$ cat src/rtl/dnapk_pkg.sv
`timescale 1ns / 1ps
`default_nettype none

package dnapk_pkg;

   // action codes
   localparam logic ACTION_BASE  = 1'b0;
   localparam logic ACTION_FLUSH = 1'b1;

   // one-hot nucleotide codes
   localparam logic [3:0] NT_A = 4'd1;
   localparam logic [3:0] NT_C = 4'd2;
   localparam logic [3:0] NT_G = 4'd4;
   localparam logic [3:0] NT_T = 4'd8;

   localparam int BYTE_ADDR_BITS = 30;
   localparam int RUN_BITS       = 32;
   localparam int REF_LEN_BITS   = 32;

   typedef struct packed {
      logic       action;
      logic [3:0] base_code;
   } req_type;

   typedef struct packed {
      logic                      byte_valid;
      logic [7:0]                packed_byte;
      logic [BYTE_ADDR_BITS-1:0] byte_address;
      logic                      run_valid;
      logic [RUN_BITS-1:0]       run_start;
      logic [RUN_BITS-1:0]       run_length;
      logic                      length_error;
   } rsp_type;

   typedef struct packed {
      logic [1:0] code;
      logic       ambiguous;
   } base_decode_type;

   function automatic base_decode_type decode_base(input logic [3:0] base_code);
      base_decode_type d;
      d.ambiguous = 1'b0;
      unique case (base_code)
         NT_A:    d.code = 2'd0;
         NT_C:    d.code = 2'd1;
         NT_G:    d.code = 2'd2;
         NT_T:    d.code = 2'd3;
         default: begin
            d.code      = 2'd0;
            d.ambiguous = 1'b1;
         end
      endcase
      return d;
   endfunction

endpackage

`default_nettype wire

$ cat src/rtl/dnapk_if.sv
`timescale 1ns / 1ps
`default_nettype none

interface dnapk_req_if;
   logic       valid;
   logic       ready;
   logic       action;
   logic [3:0] base_code;

   modport source (output valid, output action, output base_code, input ready);
   modport sink   (input valid, input action, input base_code, output ready);
endinterface

interface dnapk_rsp_if;
   logic        valid;
   logic        ready;
   logic        byte_valid;
   logic [7:0]  packed_byte;
   logic [29:0] byte_address;
   logic        run_valid;
   logic [31:0] run_start;
   logic [31:0] run_length;
   logic        length_error;

   modport source (output valid, output byte_valid, output packed_byte,
                   output byte_address, output run_valid, output run_start,
                   output run_length, output length_error, input ready);
   modport sink   (input valid, input byte_valid, input packed_byte,
                   input byte_address, input run_valid, input run_start,
                   input run_length, input length_error, output ready);
endinterface

interface dnapk_csr_if;
   logic        valid;
   logic        ready;
   logic [31:0] reference_length;

   modport source (output valid, output reference_length, input ready);
   modport sink   (input valid, input reference_length, output ready);
endinterface

`default_nettype wire

$ cat src/rtl/dnapk_step.sv
`timescale 1ns / 1ps
`default_nettype none

// Next-state and result logic for one request.
module dnapk_step #(
   parameter int POSITION_BITS = 32
) (
   input  wire dnapk_pkg::req_type         item,
   input  wire [31:0]                      ref_len,
   input  wire [5:0]                       acc,
   input  wire [1:0]                       held,
   input  wire [POSITION_BITS-1:0]         pos,
   input  wire [29:0]                      addr,
   input  wire                             run_open,
   input  wire [POSITION_BITS-1:0]         run_start,
   output logic                            has_result,
   output dnapk_pkg::rsp_type              result,
   output logic [5:0]                      acc_in,
   output logic [1:0]                      held_in,
   output logic [POSITION_BITS-1:0]        pos_in,
   output logic [29:0]                     addr_in,
   output logic                            run_open_in,
   output logic [POSITION_BITS-1:0]        run_start_in
);

   localparam int LW = (POSITION_BITS > 32) ? POSITION_BITS : 32;

   logic [LW-1:0]             pos_max;
   logic [LW-1:0]             ref_ext;
   logic [LW-1:0]             limit;
   logic                      drop;
   logic [POSITION_BITS-1:0]  run_len_raw;
   logic [LW-1:0]             run_len_ext;
   logic [LW-1:0]             run_start_ext;
   dnapk_pkg::base_decode_type dec;

   assign pos_max       = LW'({POSITION_BITS{1'b1}});
   assign ref_ext       = LW'(ref_len);
   assign limit         = (ref_ext < pos_max) ? ref_ext : pos_max;
   assign drop          = (LW'(pos) >= limit);
   assign run_len_raw   = pos - run_start;
   assign run_len_ext   = LW'(run_len_raw);
   assign run_start_ext = LW'(run_start);
   assign dec           = dnapk_pkg::decode_base(item.base_code);

   always_comb begin
      result       = '0;
      acc_in       = acc;
      held_in      = held;
      pos_in       = pos;
      addr_in      = addr;
      run_open_in  = run_open;
      run_start_in = run_start;

      if (item.action == dnapk_pkg::ACTION_FLUSH) begin
         if (held != 2'd0) begin
            result.byte_valid   = 1'b1;
            result.byte_address = addr;
            case (held)
               2'd1:    result.packed_byte = {acc[1:0], 6'b0};
               2'd2:    result.packed_byte = {acc[3:0], 4'b0};
               default: result.packed_byte = {acc[5:0], 2'b0};
            endcase
            addr_in = addr + 30'd1;
            acc_in  = '0;
            held_in = '0;
         end
         if (run_open) begin
            result.run_valid  = 1'b1;
            result.run_start  = run_start_ext[31:0];
            result.run_length = run_len_ext[31:0];
            run_open_in       = 1'b0;
            run_start_in      = '0;
         end
      end else if (drop) begin
         // base past the allowed length: flag it, state untouched
         result.length_error = 1'b1;
      end else begin
         if (held == 2'd3) begin
            result.byte_valid   = 1'b1;
            result.packed_byte  = {acc, dec.code};
            result.byte_address = addr;
            addr_in = addr + 30'd1;
            acc_in  = '0;
            held_in = '0;
         end else begin
            acc_in  = {acc[3:0], dec.code};
            held_in = held + 2'd1;
         end

         if (dec.ambiguous) begin
            if (!run_open) begin
               run_open_in  = 1'b1;
               run_start_in = pos;
            end
         end else if (run_open) begin
            result.run_valid  = 1'b1;
            result.run_start  = run_start_ext[31:0];
            result.run_length = run_len_ext[31:0];
            run_open_in       = 1'b0;
            run_start_in      = '0;
         end

         pos_in = pos + POSITION_BITS'(1);
      end

      has_result = result.byte_valid | result.run_valid | result.length_error;
   end

endmodule

`default_nettype wire

$ cat src/rtl/dna_4bit_to_2bit_packer_n_runs_top.sv
`timescale 1ns / 1ps
`default_nettype none

// Packs a stream of 4-bit one-hot nucleotide codes into bytes of four 2-bit
// codes (earliest base in bits 7..6) and reports runs of ambiguous bases
// (any code other than A=1, C=2, G=4, T=8; stored as code 0) with their start
// position and length once a run closes. A flush request pads the partial
// byte with zeros and closes an open run. A base at or beyond
// reference_length (csr port, which the user must write only while idle; the
// block does not enforce this) is dropped and answered with length_error.
// Rate: one request per clock sustained while the sink does not stall. A
// request is registered, processed by one pass of combinational logic and
// lands in the response register; rsp.ready feeds req.ready combinationally
// through the two stages, so once both hold data a stalled sink stalls the
// source in the same cycle. Requests that produce nothing (a base that
// neither fills a byte nor closes a run, an empty flush) give no response.
module dna_4bit_to_2bit_packer_n_runs_top #(
   parameter int POSITION_BITS = 32
) (
   input  wire         clock,
   input  wire         reset,
   dnapk_req_if.sink   req_ch,
   dnapk_rsp_if.source rsp_ch,
   dnapk_csr_if.sink   csr_ch
);

   // config
   logic [31:0] ref_len_ff;

   // input stage
   logic               s1_valid_ff;
   dnapk_pkg::req_type s1_item_ff;
   logic               s1_go;

   // packer state
   logic [5:0]               acc_ff, acc_in;
   logic [1:0]               held_ff, held_in;
   logic [POSITION_BITS-1:0] pos_ff, pos_in;
   logic [29:0]              addr_ff, addr_in;
   logic                     run_open_ff, run_open_in;
   logic [POSITION_BITS-1:0] run_start_ff, run_start_in;

   // result stage
   logic               has_result;
   dnapk_pkg::rsp_type result;
   logic               out_valid_ff;
   dnapk_pkg::rsp_type out_ff;

   // input stage drains when the result register is free or being emptied
   assign s1_go        = s1_valid_ff && (!out_valid_ff || rsp_ch.ready);
   assign req_ch.ready = !s1_valid_ff || s1_go;
   assign csr_ch.ready = 1'b1;

   always_ff @(posedge clock) begin
      if (reset) begin
         ref_len_ff <= '0;
      end else if (csr_ch.valid) begin
         ref_len_ff <= csr_ch.reference_length;
      end
   end

   always_ff @(posedge clock) begin
      if (reset) begin
         s1_valid_ff <= 1'b0;
      end else if (req_ch.ready) begin
         s1_valid_ff <= req_ch.valid;
      end
   end

   always_ff @(posedge clock) begin
      if (req_ch.valid && req_ch.ready) begin
         s1_item_ff.action    <= req_ch.action;
         s1_item_ff.base_code <= req_ch.base_code;
      end
   end

   dnapk_step #(
      .POSITION_BITS(POSITION_BITS)
   ) u_step (
      .item         (s1_item_ff),
      .ref_len      (ref_len_ff),
      .acc          (acc_ff),
      .held         (held_ff),
      .pos          (pos_ff),
      .addr         (addr_ff),
      .run_open     (run_open_ff),
      .run_start    (run_start_ff),
      .has_result   (has_result),
      .result       (result),
      .acc_in       (acc_in),
      .held_in      (held_in),
      .pos_in       (pos_in),
      .addr_in      (addr_in),
      .run_open_in  (run_open_in),
      .run_start_in (run_start_in)
   );

   // state advances once per processed request
   always_ff @(posedge clock) begin
      if (reset) begin
         acc_ff       <= '0;
         held_ff      <= '0;
         pos_ff       <= '0;
         addr_ff      <= '0;
         run_open_ff  <= 1'b0;
         run_start_ff <= '0;
      end else if (s1_go) begin
         acc_ff       <= acc_in;
         held_ff      <= held_in;
         pos_ff       <= pos_in;
         addr_ff      <= addr_in;
         run_open_ff  <= run_open_in;
         run_start_ff <= run_start_in;
      end
   end

   always_ff @(posedge clock) begin
      if (reset) begin
         out_valid_ff <= 1'b0;
      end else if (s1_go) begin
         out_valid_ff <= has_result;
      end else if (rsp_ch.ready) begin
         out_valid_ff <= 1'b0;
      end
   end

   always_ff @(posedge clock) begin
      if (s1_go) begin
         out_ff <= result;
      end
   end

   assign rsp_ch.valid        = out_valid_ff;
   assign rsp_ch.byte_valid   = out_ff.byte_valid;
   assign rsp_ch.packed_byte  = out_ff.packed_byte;
   assign rsp_ch.byte_address = out_ff.byte_address;
   assign rsp_ch.run_valid    = out_ff.run_valid;
   assign rsp_ch.run_start    = out_ff.run_start;
   assign rsp_ch.run_length   = out_ff.run_length;
   assign rsp_ch.length_error = out_ff.length_error;

endmodule

`default_nettype wire

$ cat src/flat_wrapper.sv
// flat-port wrapper written by rule: the top's interface ports become plain ports
module dna_4bit_to_2bit_packer_n_runs_top_flat 
#(
   parameter int POSITION_BITS = 32
)
  (clock, reset, req_ch_valid, req_ch_action, req_ch_base_code, req_ch_ready, rsp_ch_valid, rsp_ch_byte_valid, rsp_ch_packed_byte, rsp_ch_byte_address, rsp_ch_run_valid, rsp_ch_run_start, rsp_ch_run_length, rsp_ch_length_error, rsp_ch_ready, csr_ch_valid, csr_ch_reference_length, csr_ch_ready);
  dnapk_req_if req_ch_i ();
  dnapk_rsp_if rsp_ch_i ();
  dnapk_csr_if csr_ch_i ();
  input  wire clock;
  input  wire reset;
  input wire logic [$bits(req_ch_i.valid)-1:0] req_ch_valid;
  input wire logic [$bits(req_ch_i.action)-1:0] req_ch_action;
  input wire logic [$bits(req_ch_i.base_code)-1:0] req_ch_base_code;
  output wire logic [$bits(req_ch_i.ready)-1:0] req_ch_ready;
  output wire logic [$bits(rsp_ch_i.valid)-1:0] rsp_ch_valid;
  output wire logic [$bits(rsp_ch_i.byte_valid)-1:0] rsp_ch_byte_valid;
  output wire logic [$bits(rsp_ch_i.packed_byte)-1:0] rsp_ch_packed_byte;
  output wire logic [$bits(rsp_ch_i.byte_address)-1:0] rsp_ch_byte_address;
  output wire logic [$bits(rsp_ch_i.run_valid)-1:0] rsp_ch_run_valid;
  output wire logic [$bits(rsp_ch_i.run_start)-1:0] rsp_ch_run_start;
  output wire logic [$bits(rsp_ch_i.run_length)-1:0] rsp_ch_run_length;
  output wire logic [$bits(rsp_ch_i.length_error)-1:0] rsp_ch_length_error;
  input wire logic [$bits(rsp_ch_i.ready)-1:0] rsp_ch_ready;
  input wire logic [$bits(csr_ch_i.valid)-1:0] csr_ch_valid;
  input wire logic [$bits(csr_ch_i.reference_length)-1:0] csr_ch_reference_length;
  output wire logic [$bits(csr_ch_i.ready)-1:0] csr_ch_ready;
  assign req_ch_i.valid = req_ch_valid;
  assign req_ch_i.action = req_ch_action;
  assign req_ch_i.base_code = req_ch_base_code;
  assign req_ch_ready = req_ch_i.ready;
  assign rsp_ch_valid = rsp_ch_i.valid;
  assign rsp_ch_byte_valid = rsp_ch_i.byte_valid;
  assign rsp_ch_packed_byte = rsp_ch_i.packed_byte;
  assign rsp_ch_byte_address = rsp_ch_i.byte_address;
  assign rsp_ch_run_valid = rsp_ch_i.run_valid;
  assign rsp_ch_run_start = rsp_ch_i.run_start;
  assign rsp_ch_run_length = rsp_ch_i.run_length;
  assign rsp_ch_length_error = rsp_ch_i.length_error;
  assign rsp_ch_i.ready = rsp_ch_ready;
  assign csr_ch_i.valid = csr_ch_valid;
  assign csr_ch_i.reference_length = csr_ch_reference_length;
  assign csr_ch_ready = csr_ch_i.ready;
  dna_4bit_to_2bit_packer_n_runs_top #(.POSITION_BITS(POSITION_BITS)) u_core (.clock(clock), .reset(reset), .req_ch(req_ch_i), .rsp_ch(rsp_ch_i), .csr_ch(csr_ch_i));
endmodule
$ cat config.mk
export PLATFORM = sky130hd
export DESIGN_NAME = dna_4bit_to_2bit_packer_n_runs_top_flat
export DESIGN_NICKNAME = d
export VERILOG_FILES = /design/src/rtl/dnapk_pkg.sv /design/src/rtl/dnapk_if.sv /design/src/rtl/dnapk_step.sv /design/src/rtl/dna_4bit_to_2bit_packer_n_runs_top.sv /design/src/flat_wrapper.sv
export SDC_FILE = /design/constraint.sdc
export NUM_CORES = 1
export LEC_CHECK = 0
export ABC_AREA = 1
export ABC_CLOCK_PERIOD_IN_PS = 5100
export BUFFER_PORTS_ARGS = -buffer_cell sky130_fd_sc_hd__buf_2
export CORE_MARGIN = 2
export CORE_UTILIZATION = 50
export DETAILED_ROUTE_END_ITERATION = 8
export HOLD_SLACK_MARGIN = 0.03
export PLACE_DENSITY = 0.68
export RECOVER_POWER = 100
export SLEW_MARGIN = 20
export SYNTH_ARGS = -nofsm -noshare
export SYNTH_HDL_FRONTEND = slang
export SYNTH_SLANG_ARGS = --single-unit
$ cat constraint.sdc
create_clock -name clock -period 5.1 [get_ports clock]
set_input_delay 0.51 -clock clock [delete_from_list [all_inputs] [get_ports clock]]
set_output_delay 0.51 -clock clock [all_outputs]
set_load 0.03 [all_outputs]
== After elaboration in Yosys (flattened, before gate mapping) ==
Index checks and enable logic that the tools add are counted.
Word-level totals
  output and inout port bits: 108
  register bits: 247
Operators by class
  bitwise operators: 4
  reductions and logical operators: 15
  mux-type cells: 33
  equal/unequal tests: 10
  add/subtract/negate cells: 4
  magnitude comparators: 2
Operators by type and width (number)
  104-bit two-way mux: 2
  32-bit two-way mux: 6
  65-bit two-way mux: 2
  30-bit two-way mux: 4
  39-bit two-way mux: 2
  32-bit by 1-bit adder with 32-bit output, second input constant: 1
  32-bit >= comparator: 1
  32-bit < comparator, second input constant: 1
  32-bit subtractor: 1
  30-bit by 1-bit adder with 30-bit output, second input constant: 1
  6-bit two-way mux: 4
  8-bit case mux with 2 select lines: 1
  3-bit AND reduction: 3
  2-bit two-way mux: 4
  1-bit two-way mux: 7
  2-bit case mux with 3 select lines: 1
  2-bit nonzero test: 3
  2-bit == test, second input constant: 2
  4-bit by 1-bit == test with 1-bit output, second input constant: 1
  4-bit by 2-bit == test with 1-bit output, second input constant: 1
  4-bit by 3-bit == test with 1-bit output, second input constant: 1
  4-bit == test, second input constant: 1
  4-bit AND reduction: 1
  4-bit OR reduction: 1
  other kinds (11): 16

== Logic depth before layout (Yosys ltp) ==
Gate-level depths: netlist (run 1).
  depth after elaboration: 8
  depth in mapped cells: 19
  mapped depth without buffers: 18

== Cells and area by module ==
From an unflattened synthesis (run 1), not the netlist that was laid out.
Second synthesis, totals
  cells, all modules: 2679
  area, all modules: 17439.2 um^2
Modules (own cells, without submodules)
  dna_4bit_to_2bit_packer_n_runs_top: cells each 937, seq. area each 6045.8 um^2, area an instance 9061.2 um^2, instances 1
  dnapk_step: cells each 1742, seq. area each 0.0 um^2, area an instance 8378.0 um^2, instances 1

== Least setup slack after synthesis (run 1) ==
No wires, ideal clock.
  path kind: in2reg
  from: input rsp_ch_ready
  to: register u_core.run_start_ff[11]
  path slack: 0.497 ns
  data required time: 5.021 ns
  stages on the path: 8
  setup time: 0.079 ns
  arrival time: 4.524 ns
  cell sequence: inv_1 > nand2_1 > nand2_1 > inv_1 > clkbuf_1 > clkbuf_1 > nand4_1 > a21oi_1
On the way
  cells in the longest elaborated chain, start to end: 3
Ends and longest elaborated chain
  start: declaration: RTL line flat_wrapper.sv:24  | input wire logic [$bits(rsp_ch_i.ready)-1:0] rsp_ch_ready;
  1-bit logical OR: RTL line dna_4bit_to_2bit_packer_n_runs_top.sv:50  | assign s1_go = s1_valid_ff && (!out_valid_ff || rsp_ch.ready);
  1-bit logical AND: RTL line dna_4bit_to_2bit_packer_n_runs_top.sv:50
  named net u_core.s1_go: RTL line dna_4bit_to_2bit_packer_n_runs_top.sv:33  | logic s1_go;
  3-bit AND reduction (no source line)
  end signal: assignment: RTL line dna_4bit_to_2bit_packer_n_runs_top.sv:113  | run_start_ff <= run_start_in;
  end: declaration: RTL line dna_4bit_to_2bit_packer_n_runs_top.sv:41  | logic [POSITION_BITS-1:0] run_start_ff, run_start_in;
The timed path passes the listed nets, and every way through them passes these cells.
A chain may end at the register's enable or synchronous reset.

==> results of run 1 <==
## per-layer routing
layer | part of all wire | routed length, um | vias up | track usage
met4 | 0.016 | 561 | 0 | 0.0561
met5 | 0 | 0 | - | 0
met2 | 0.41 | 14200 | 399 | 0.347
li1 | - | - | 6082 | -
met3 | 0.071 | 2440 | 43 | 0.0345
met1 | 0.50 | 17100 | 5459 | 0.360
## cells in the mapped netlist (all sizes together) (44+ instances only)
master / count
xor2: 63
ha: 69
inv: 208
nand3: 68
buf: 44
nand4: 73
a21oi: 175
dfxtp: 137
edfxtp: 110
nor2: 221
o21ai: 87
nand2: 361
## worst max path at each step
stage / startpoint / end / slack (ns)
2_1_floorplan: rsp_ch_ready / u_core.run_start_ff[11]$_SDFFE_PP0P_ / 0.50
3_3_place_gp: u_core.s1_item_ff[2]$_DFFE_PP_ / u_core.run_start_ff[29]$_SDFFE_PP0P_ / 1.85
3_5_place_dp: u_core.s1_item_ff[3]$_DFFE_PP_ / u_core.run_start_ff[30]$_SDFFE_PP0P_ / 1.77
4_1_cts: u_core.s1_item_ff[3]$_DFFE_PP_ / u_core.run_start_ff[9]$_SDFFE_PP0P_ / 1.74
5_1_grt: u_core.pos_ff[27]$_SDFFE_PP0P_ / u_core.rsp_ch.run_length[30]$_DFFE_PP_ / 0.65
6_report: u_core.pos_ff[27]$_SDFFE_PP0P_ / u_core.rsp_ch.run_length[30]$_DFFE_PP_ / 1.16
## layout by cell type (no fill, tap or decap), types with 69 or more instances in the layout
cell type / count
sky130_fd_sc_hd__dfxtp_1: 137
sky130_fd_sc_hd__clkbuf_1: 119
sky130_fd_sc_hd__nor2_1: 220
sky130_fd_sc_hd__inv_1: 206
sky130_fd_sc_hd__a21oi_1: 174
sky130_fd_sc_hd__nand4_1: 73
sky130_fd_sc_hd__o21ai_0: 86
sky130_fd_sc_hd__edfxtp_1: 110
sky130_fd_sc_hd__ha_1: 69
sky130_fd_sc_hd__nand2_1: 359
## stage by stage
stage               utilization  worst slack (ns)  std cells
global placement          0.541              1.85       2182
CTS                       0.572              1.74       2232
detailed placement        0.541              1.77       2182
global route              0.566             0.653       2232
floorplan                     -             0.497       1761
finish                    0.566              1.16       2232
## worst max-delay path, delay by kind of cell, from the launching register on
kind / cells / cell delay, ns
and+or+nand+nor: 10 / 2.19
buffers and inverters: 2 / 0.66
DFF: 1 / 0.54
adders and majority gates: 1 / 0.31
AOI/OAI and AO/OA: 1 / 0.07
## flip-flops by register name (all words and copies together) (netlist names)
register	count
u_core.rsp_ch.byte_address	30
u_core.rsp_ch.packed_byte	8
u_core.rsp_ch.length_error	1
u_core.addr_ff	30
u_core.rsp_ch.run_start	32
u_core.rsp_ch.run_valid	1
u_core.acc_ff	6
u_core.pos_ff	32
u_core.held_ff	2
u_core.rsp_ch.byte_valid	1
u_core.run_open_ff	1
u_core.run_start_ff	32
u_core.s1_valid_ff	1
u_core.rsp_ch.run_length	32
u_core.ref_len_ff	32
u_core.s1_item_ff	5
u_core.rsp_ch.valid	1
## layout make-up
cell class | instances | area [um^2] | share of cell area
multi-input combinational | 1228 | 6480 | 0.425
tap | 341 | 427 | 0.0280
clock inverter | 16 | 144 | 0.00943
clock buffer | 34 | 712 | 0.0467
timing repair buffer | 157 | 654 | 0.0429
sequential | 247 | 6050 | 0.396
inverter | 209 | 790 | 0.0518
## power by group through the flow
stage          clock, mW  sequential [mW]  combinational (mW)
6_report            1.90             2.14               0.328
5_1_grt             2.02             2.15               0.367
4_1_cts             1.93             2.14               0.337
3_5_place_dp           0             2.18               0.336
3_3_place_gp           0             2.18               0.329
2_1_floorplan          0             2.23               0.202
## cell families after synthesis
family	synth area share
xor gates and xnor gates	0.0493
AOI/OAI and AO/OA	0.118
adders and majority gates	0.0645
and+or+nand+nor	0.242
buffers and inverters	0.0842
DFF	0.442
other	0.000274
==> PnR_summary.wiki, run 1 <==
{| class="wikitable"
! Metric !! Value
|-
| Result of the run || finished with violations
|-
| Violations in the final reports || capacitance limit, slew limit
|-
| Number of register bits inferred by synthesis || 247
|-
| Top post-synthesis cells by area || sky130_fd_sc_hd__edfxtp_1, sky130_fd_sc_hd__dfxtp_1, sky130_fd_sc_hd__nand2_1
|-
| Number of antenna violations at the first check in global routing || 0
|-
| Area share of the leading cell type in the synthesized netlist || 0.241
|-
| Post-CTS setup buffer count || 0
|-
| Total Wirelength || 34300 um
|-
| GPL Wtd Cong || 0.893
|-
| Total power draw || 4.36 mW
|-
| Maximum vdd drop || 0.239 mV
|-
| Worst hold slack across all endpoints || 0.143 ns
|-
| Final setup viols || 0
|-
| CTS HTree Levels || 1
|-
| Crit path cell chain || ha_1 -> nand2_1 -> inv_1 -> nand2_1 -> a21boi_0 -> nor2_1 -> nand2_1 -> nor2_1 -> nand2_2 -> nand2_1 -> nand3_1 -> inv_1 -> nand2_1 -> nor2_1
|-
| Portion of total power attributed to sequential cells || 0.490
|-
| Switching power share of the total || 0.247
|-
| Routed Antenna Nets || 0
|-
| Most frequent cell on the critical path || sky130_fd_sc_hd__nand2_1
|-
| Sequential-to-total area share from yosys stat || 0.442
|-
| Detailed-route DRC error count || 0
|-
| Buffer depth of the longest clock path || 3
|-
| CTS tree || built
|-
| Synth cell types || 40
|-
| Cts repair resizes || 0
|-
| CP Launch Type || flip-flop
|-
| Aggregate global routing overflow || 0
|-
| Average cell area after synthesis || 7.78 um^2
|-
| Biggest cell delay along the critical path || 1.16 ns
|-
| Total of hold buffers inserted after clock tree synthesis || 0
|-
| Unrepaired setup endpoints after global routing || false
|-
| Cell area after synthesis || 0.0137 mm^2
|-
| Layout overhead on the synthesized area || 11.4%
|-
| Clk Latency, worst-skew pair || 0.55 ns
|-
| Port buffer count || 148
|-
| DIE AREA || 0.0287 mm^2
|-
| Yosys synthesis warning count || 0
|-
| Vias post-DR || 12000
|-
| Number of diodes || 0
|-
| Leak Pwr || 5.91 nW
|-
| Final sum of negative setup slack || 0 ns
|-
| Die Span Y || 169 um
|-
| Pin slew with the least headroom to its limit || 4.31 ns
|-
| Worst endpoint data arrival time || 4.35 ns
|-
| CP max stage cell || sky130_fd_sc_hd__nand3_1
|-
| Total global routing track utilization || 0.235
|-
| Total cell area at the placement stage || 0.0146 mm^2
|-
| Count of max-cap constraint violations || 3
|-
| Synth Flop Type || sky130_fd_sc_hd__dfxtp_1
|-
| Share of total power in combinational logic || 0.075
|-
| Root Driver || sky130_fd_sc_hd__clkbuf_16
|-
| Count of endpoints failing hold in the final timing report || 0
|-
| HPWL reported at the end of detailed placement || 24600 um
|-
| DRC violation total after the first TritonRoute iteration || 1077
|-
| Vias per inst || 5.37
|-
| Num rows || 60
|-
| Register-to-register setup slack || 1.16 ns
|-
| Wire length of the first global-routing pass || 55300 um
|-
| Clock transition at path regs || 0.06 ns
|-
| Synthesized netlist cell count || 1761
|-
| Timing-limited maximum frequency || 254 MHz
|-
| Tcrit/Tclk final || 0.773
|-
| Tmin final || 3.94 ns
|-
| Number of pins with negative max-slew slack in the final report || 212
|-
| Worst Min Path Start || req_ch_base_code[3]
|-
| Critical path capture point type || flip-flop
|-
| Maximum number of pins on one net before global-route repair || 108
|-
| R2r startpoint || u_core.pos_ff[27]$_SDFFE_PP0P_
|-
| Core Area || 0.0270 mm^2
|-
| Required time of the critical path || 5.51 ns
|-
| Kind of path behind the tightest hold check || in2reg
|-
| Mapped Nets || 1873
|-
| Number of top-level pins || 150
|-
| Proportion of register bits with asynchronous set or reset after synthesis || 0
|-
| Cts bufs inserted || 27
|-
| Fill cell total of the finished layout || 2638
|-
| P_int || 3.28 mW
|-
| Die boundary width || 169 um
|-
| Post-layout nets || 1982
|-
| Max transition margin || -1.87
|-
| Initial Util || 0.508
|-
| Share of final-layout standard cells stronger than drive strength 1 || 0.0492
|-
| Crit Reg-Reg Endpoint || u_core.rsp_ch.run_length[30]$_DFFE_PP_
|-
| Hold Path End || u_core.s1_item_ff[3]$_DFFE_PP_
|-
| Sw power || 1.08 mW
|-
| Vias in the first global route || 11000
|-
| Cell taking the most area after synthesis || sky130_fd_sc_hd__edfxtp_1
|-
| Category of the most critical setup path || reg2reg
|-
| Crit path max fanout || 47
|-
| Length in cells of the worst reg-to-reg path || 14
|-
| Sink Count || 247
|-
| Clk network pwr share || 0.434
|-
| Worst Clk Skew || 0.0214 ns
|-
| Detailed-router iteration count before antenna repair || 7
|-
| Worst hold path stage count || 1
|-
| Final instance area || 0.0153 mm^2
|-
| Count of flip-flops with a built-in enable after synthesis || 110
|-
| Pwr/cell area || 286 mW/mm^2
|-
| Detail-routed net length per standard cell || 15.4 um
|}
Note: power is estimated with default switching activity, not from simulation.
==> inputs of run 2 (changes only) <==
--- a/config.mk
+++ b/config.mk
@@ -6,13 +6,13 @@
 export NUM_CORES = 1
 export LEC_CHECK = 0
 export ABC_AREA = 1
-export ABC_CLOCK_PERIOD_IN_PS = 5100
+export ABC_CLOCK_PERIOD_IN_PS = 3200
 export BUFFER_PORTS_ARGS = -buffer_cell sky130_fd_sc_hd__buf_2
 export CORE_MARGIN = 2
 export CORE_UTILIZATION = 50
 export DETAILED_ROUTE_END_ITERATION = 8
 export HOLD_SLACK_MARGIN = 0.03
-export PLACE_DENSITY = 0.68
+export PLACE_DENSITY = 0.7
 export RECOVER_POWER = 100
 export SLEW_MARGIN = 20
 export SYNTH_ARGS = -nofsm -noshare
==> constraint.sdc (replaced) <==
create_clock -name clock -period 3.2 [get_ports clock]
set_input_delay 0.32 -clock clock [delete_from_list [all_inputs] [get_ports clock]]
set_output_delay 0.32 -clock clock [all_outputs]
set_load 0.03 [all_outputs]
==> run 2 against run 1 <==
Net effect: the flow still finishes with violations (capacitance limit, slew limit); critical path type unchanged; die area unchanged; non-clock buffer count increased by 37; largest cell class unchanged; combinational power up 71%; utilization is 1.2 points higher; critical path depth decreased by 2; sequential power increased by 59%; routed wire length rose by 4.7%.
==> PnR_summary.wiki, run 2 (synthesis results as in run 1) <==
{| class="wikitable"
! Metric !! Value
|-
| Number of antenna violations at the first check in global routing || 0 (unchanged)
|-
| Detail-routed net length per standard cell || 15.8 um (+3.0%)
|-
| Final Non-Filler Cells || 2269 (+1.7%)
|-
| CTS tree || built
|-
| Number of buffers and inverters on the critical path || 1 (-1)
|-
| Maximum vdd drop || 0.379 mV (+59%)
|-
| Routed Antenna Nets || 0 (unchanged)
|-
| Required time of the critical path || 3.53 ns (-1.98 ns)
|-
| Root Driver || sky130_fd_sc_hd__clkbuf_16
|-
| Share of final-layout standard cells stronger than drive strength 1 || 0.0643 (+0.0151)
|-
| Post-layout nets || 2019 (+1.9%)
|-
| CP Launch Type || flip-flop
|-
| Cts bufs inserted || 27 (unchanged)
|-
| Unrepaired setup endpoints after global routing || false
|-
| Maximum number of pins on one net before global-route repair || 91 (-16%)
|-
| Category of the most critical setup path || reg2reg
|-
| Crit path max fanout || 32 (-32%)
|-
| Initial Util || 0.508 (unchanged)
|-
| Commonest cells after routing, fill and taps aside || sky130_fd_sc_hd__nand2_1, sky130_fd_sc_hd__nor2_1, sky130_fd_sc_hd__inv_1, sky130_fd_sc_hd__a21oi_1, sky130_fd_sc_hd__dfxtp_1
|-
| Final setup viols || 0 (unchanged)
|-
| Sink Count || 247 (unchanged)
|-
| Most common cell after layout, fill and taps aside || sky130_fd_sc_hd__nand2_1
|-
| Kind of path behind the tightest hold check || in2reg
|-
| Clock transition at path regs || 0.06 ns (about the same)
|-
| Number of top-level pins || 150 (unchanged)
|-
| Crit path cell chain || ha_1 -> a21oi_1 -> o21ai_0 -> nor2_1 -> nand2_1 -> nor2_1 -> nand2_2 -> nand2_2 -> buf_4 -> nand3_4 -> nand2_1 -> a21oi_1
|-
| Vias post-DR || 12400 (+3.3%)
|-
| Tcrit/Tclk final || 0.876 (+0.102)
|-
| GPL Wtd Cong || 0.907 (+1.6%)
|-
| Worst hold slack across all endpoints || 0.0513 ns (-0.0920 ns)
|-
| DIE AREA || 0.0287 mm^2 (unchanged)
|-
| Buffer depth of the longest clock path || 3 (unchanged)
|-
| Vias per inst || 5.45 (+1.6%)
|-
| Max transition margin || -0.356 (+1.52)
|-
| DRC violation total after the first TritonRoute iteration || 1180 (+9.6%)
|-
| Die Span Y || 169 um (unchanged)
|-
| Die boundary width || 169 um (unchanged)
|-
| Layout overhead on the synthesized area || 13.7%
|-
| Wire length of the first global-routing pass || 57600 um (+4.0%)
|-
| Leak Pwr || 6.13 nW (+3.7%)
|-
| Seq. cell area || 0.00605 mm^2 (unchanged)
|-
| Number of cells in the design after placement || 2211 (+1.3%)
|-
| Worst Clk Skew || 0.0191 ns (-0.00235 ns)
|-
| Post-CTS setup buffer count || 0 (unchanged)
|-
| Count of max-cap constraint violations || 2 (-1)
|-
| Biggest cell delay along the critical path || 0.44 ns (-0.72 ns)
|-
| Count of endpoints failing hold in the final timing report || 0 (unchanged)
|-
| Number of pins with negative max-slew slack in the final report || 126 (-41%)
|-
| Aggregate global routing overflow || 0 (unchanged)
|-
| Total global routing track utilization || 0.245 (+0.0108)
|-
| Tmin final || 2.80 ns (-1.14 ns)
|-
| Worst endpoint data arrival time || 3.14 ns (-1.21 ns)
|-
| Num rows || 60 (unchanged)
|-
| Fill cell total of the finished layout || 2522 (-4.4%)
|-
| Violations in the final reports || capacitance limit, slew limit
|-
| Final core occ || 0.578 (+0.0117)
|-
| Port buffer count || 148 (unchanged)
|-
| HPWL reported at the end of detailed placement || 26000 um (+5.5%)
|-
| Dominant delay contributor by cell family on the critical path || simple AND/OR/NAND/NOR gates
|-
| Vias in the first global route || 11200 (+2.2%)
|-
| Result of the run || finished with violations
|-
| Footprint of the multi-input gates || 0.00649 mm^2 (about the same)
|-
| Timing-limited maximum frequency || 357 MHz (+41%)
|-
| Detailed-route DRC error count || 0 (unchanged)
|-
| Core Area || 0.0270 mm^2 (unchanged)
|-
| Clk Latency, worst-skew pair || 0.56 ns (about the same)
|-
| Pin slew with the least headroom to its limit || 2.03 ns (-2.28 ns)
|-
| CP max stage cell || sky130_fd_sc_hd__dfxtp_1
|-
| Number of diodes || 0 (unchanged)
|-
| Final sum of negative setup slack || 0 ns (unchanged)
|-
| Critical path capture point type || flip-flop
|-
| Pwr/cell area || 450 mW/mm^2 (+57%)
|-
| Total Wirelength || 35900 um (+4.7%)
|-
| CTS HTree Levels || 1 (unchanged)
|-
| Detailed-router iteration count before antenna repair || 6 (-1)
|}
## run 2: changes by cell type in the layout (fill, tap and decap cells not counted), sizes merged
| cell | previous run | this run |
|---|---|---|
| inv | 209 | 211 |
| dlygate4sd3 | 0 | 8 |
| buf | 43 | 71 |
| clkinvlp | 6 | 1 |
| clkbuf | 148 | 152 |
## run 2: what timing repair did
item | in CTS | in global routing
gates resized for setup | 0 | 0
hold buffers | 8 | 0
endpoints found under the hold margin | 7 | 0
## run 2: metal layers
metal,GRT usage,vias up,share of wire
met1,0.385,5718,0.49
met4,0.0491,0,0.015
met2,0.366,466,0.42
met3,0.0247,42,0.075
met5,0,-,0
li1,-,6148,-
## run 2: per-stage QoR
stage | setup WS, ns | cell area, um^2 | power (mW)
5_1_grt | 0.172 | 15600 | 7.22
3_5_place_dp | 0.503 | 14800 | 4.04
2_1_floorplan | 0.333 | 13700 | 3.88
6_report | 0.397 | 15600 | 7.01
4_1_cts | 0.454 | 15700 | 7.06
3_3_place_gp | 0.564 | 14800 | 4.02
## run 2: cell type report
class | instances | share of cell area
multi-input cells | 1228 | 0.417
flip-flops and latches | 247 | 0.388
repair buffers | 194 | 0.0620
inverters | 209 | 0.0507
clock buffers | 37 | 0.0464
well taps | 341 | 0.0274
clock inverters | 13 | 0.00868
## run 2: report_power, final
part	leakage, nW	total (mW)	switching, mW	internal [mW]
Clock	0.416	3.04	1.28	1.76
Sequential	2.22	3.41	0.0338	3.38
Combinational	3.50	0.561	0.421	0.140
Total	6.13	7.01	1.74	5.27
## run 2: tightest hold or removal path, stage by stage
cell and delay, ns:
sky130_fd_sc_hd__buf_2 0.07, sky130_fd_sc_hd__o21ai_0 0.07, sky130_fd_sc_hd__a21oi_1 0.10
## run 2: path summary, 6_finish.rpt
path	slack [ns]	end	start	cells past startpoint
max	0.40	u_core.run_start_ff[25]$_SDFFE_PP0P_	u_core.pos_ff[31]$_SDFFE_PP0P_	12
min	0.05	u_core.ref_len_ff[10]$_SDFFE_PP0P_	csr_ch_reference_length[10]	3
max reg2reg	0.40	u_core.run_start_ff[25]$_SDFFE_PP0P_	u_core.pos_ff[31]$_SDFFE_PP0P_	12
min reg2reg	0.46	u_core.ref_len_ff[27]$_SDFFE_PP0P_	u_core.ref_len_ff[27]$_SDFFE_PP0P_	2
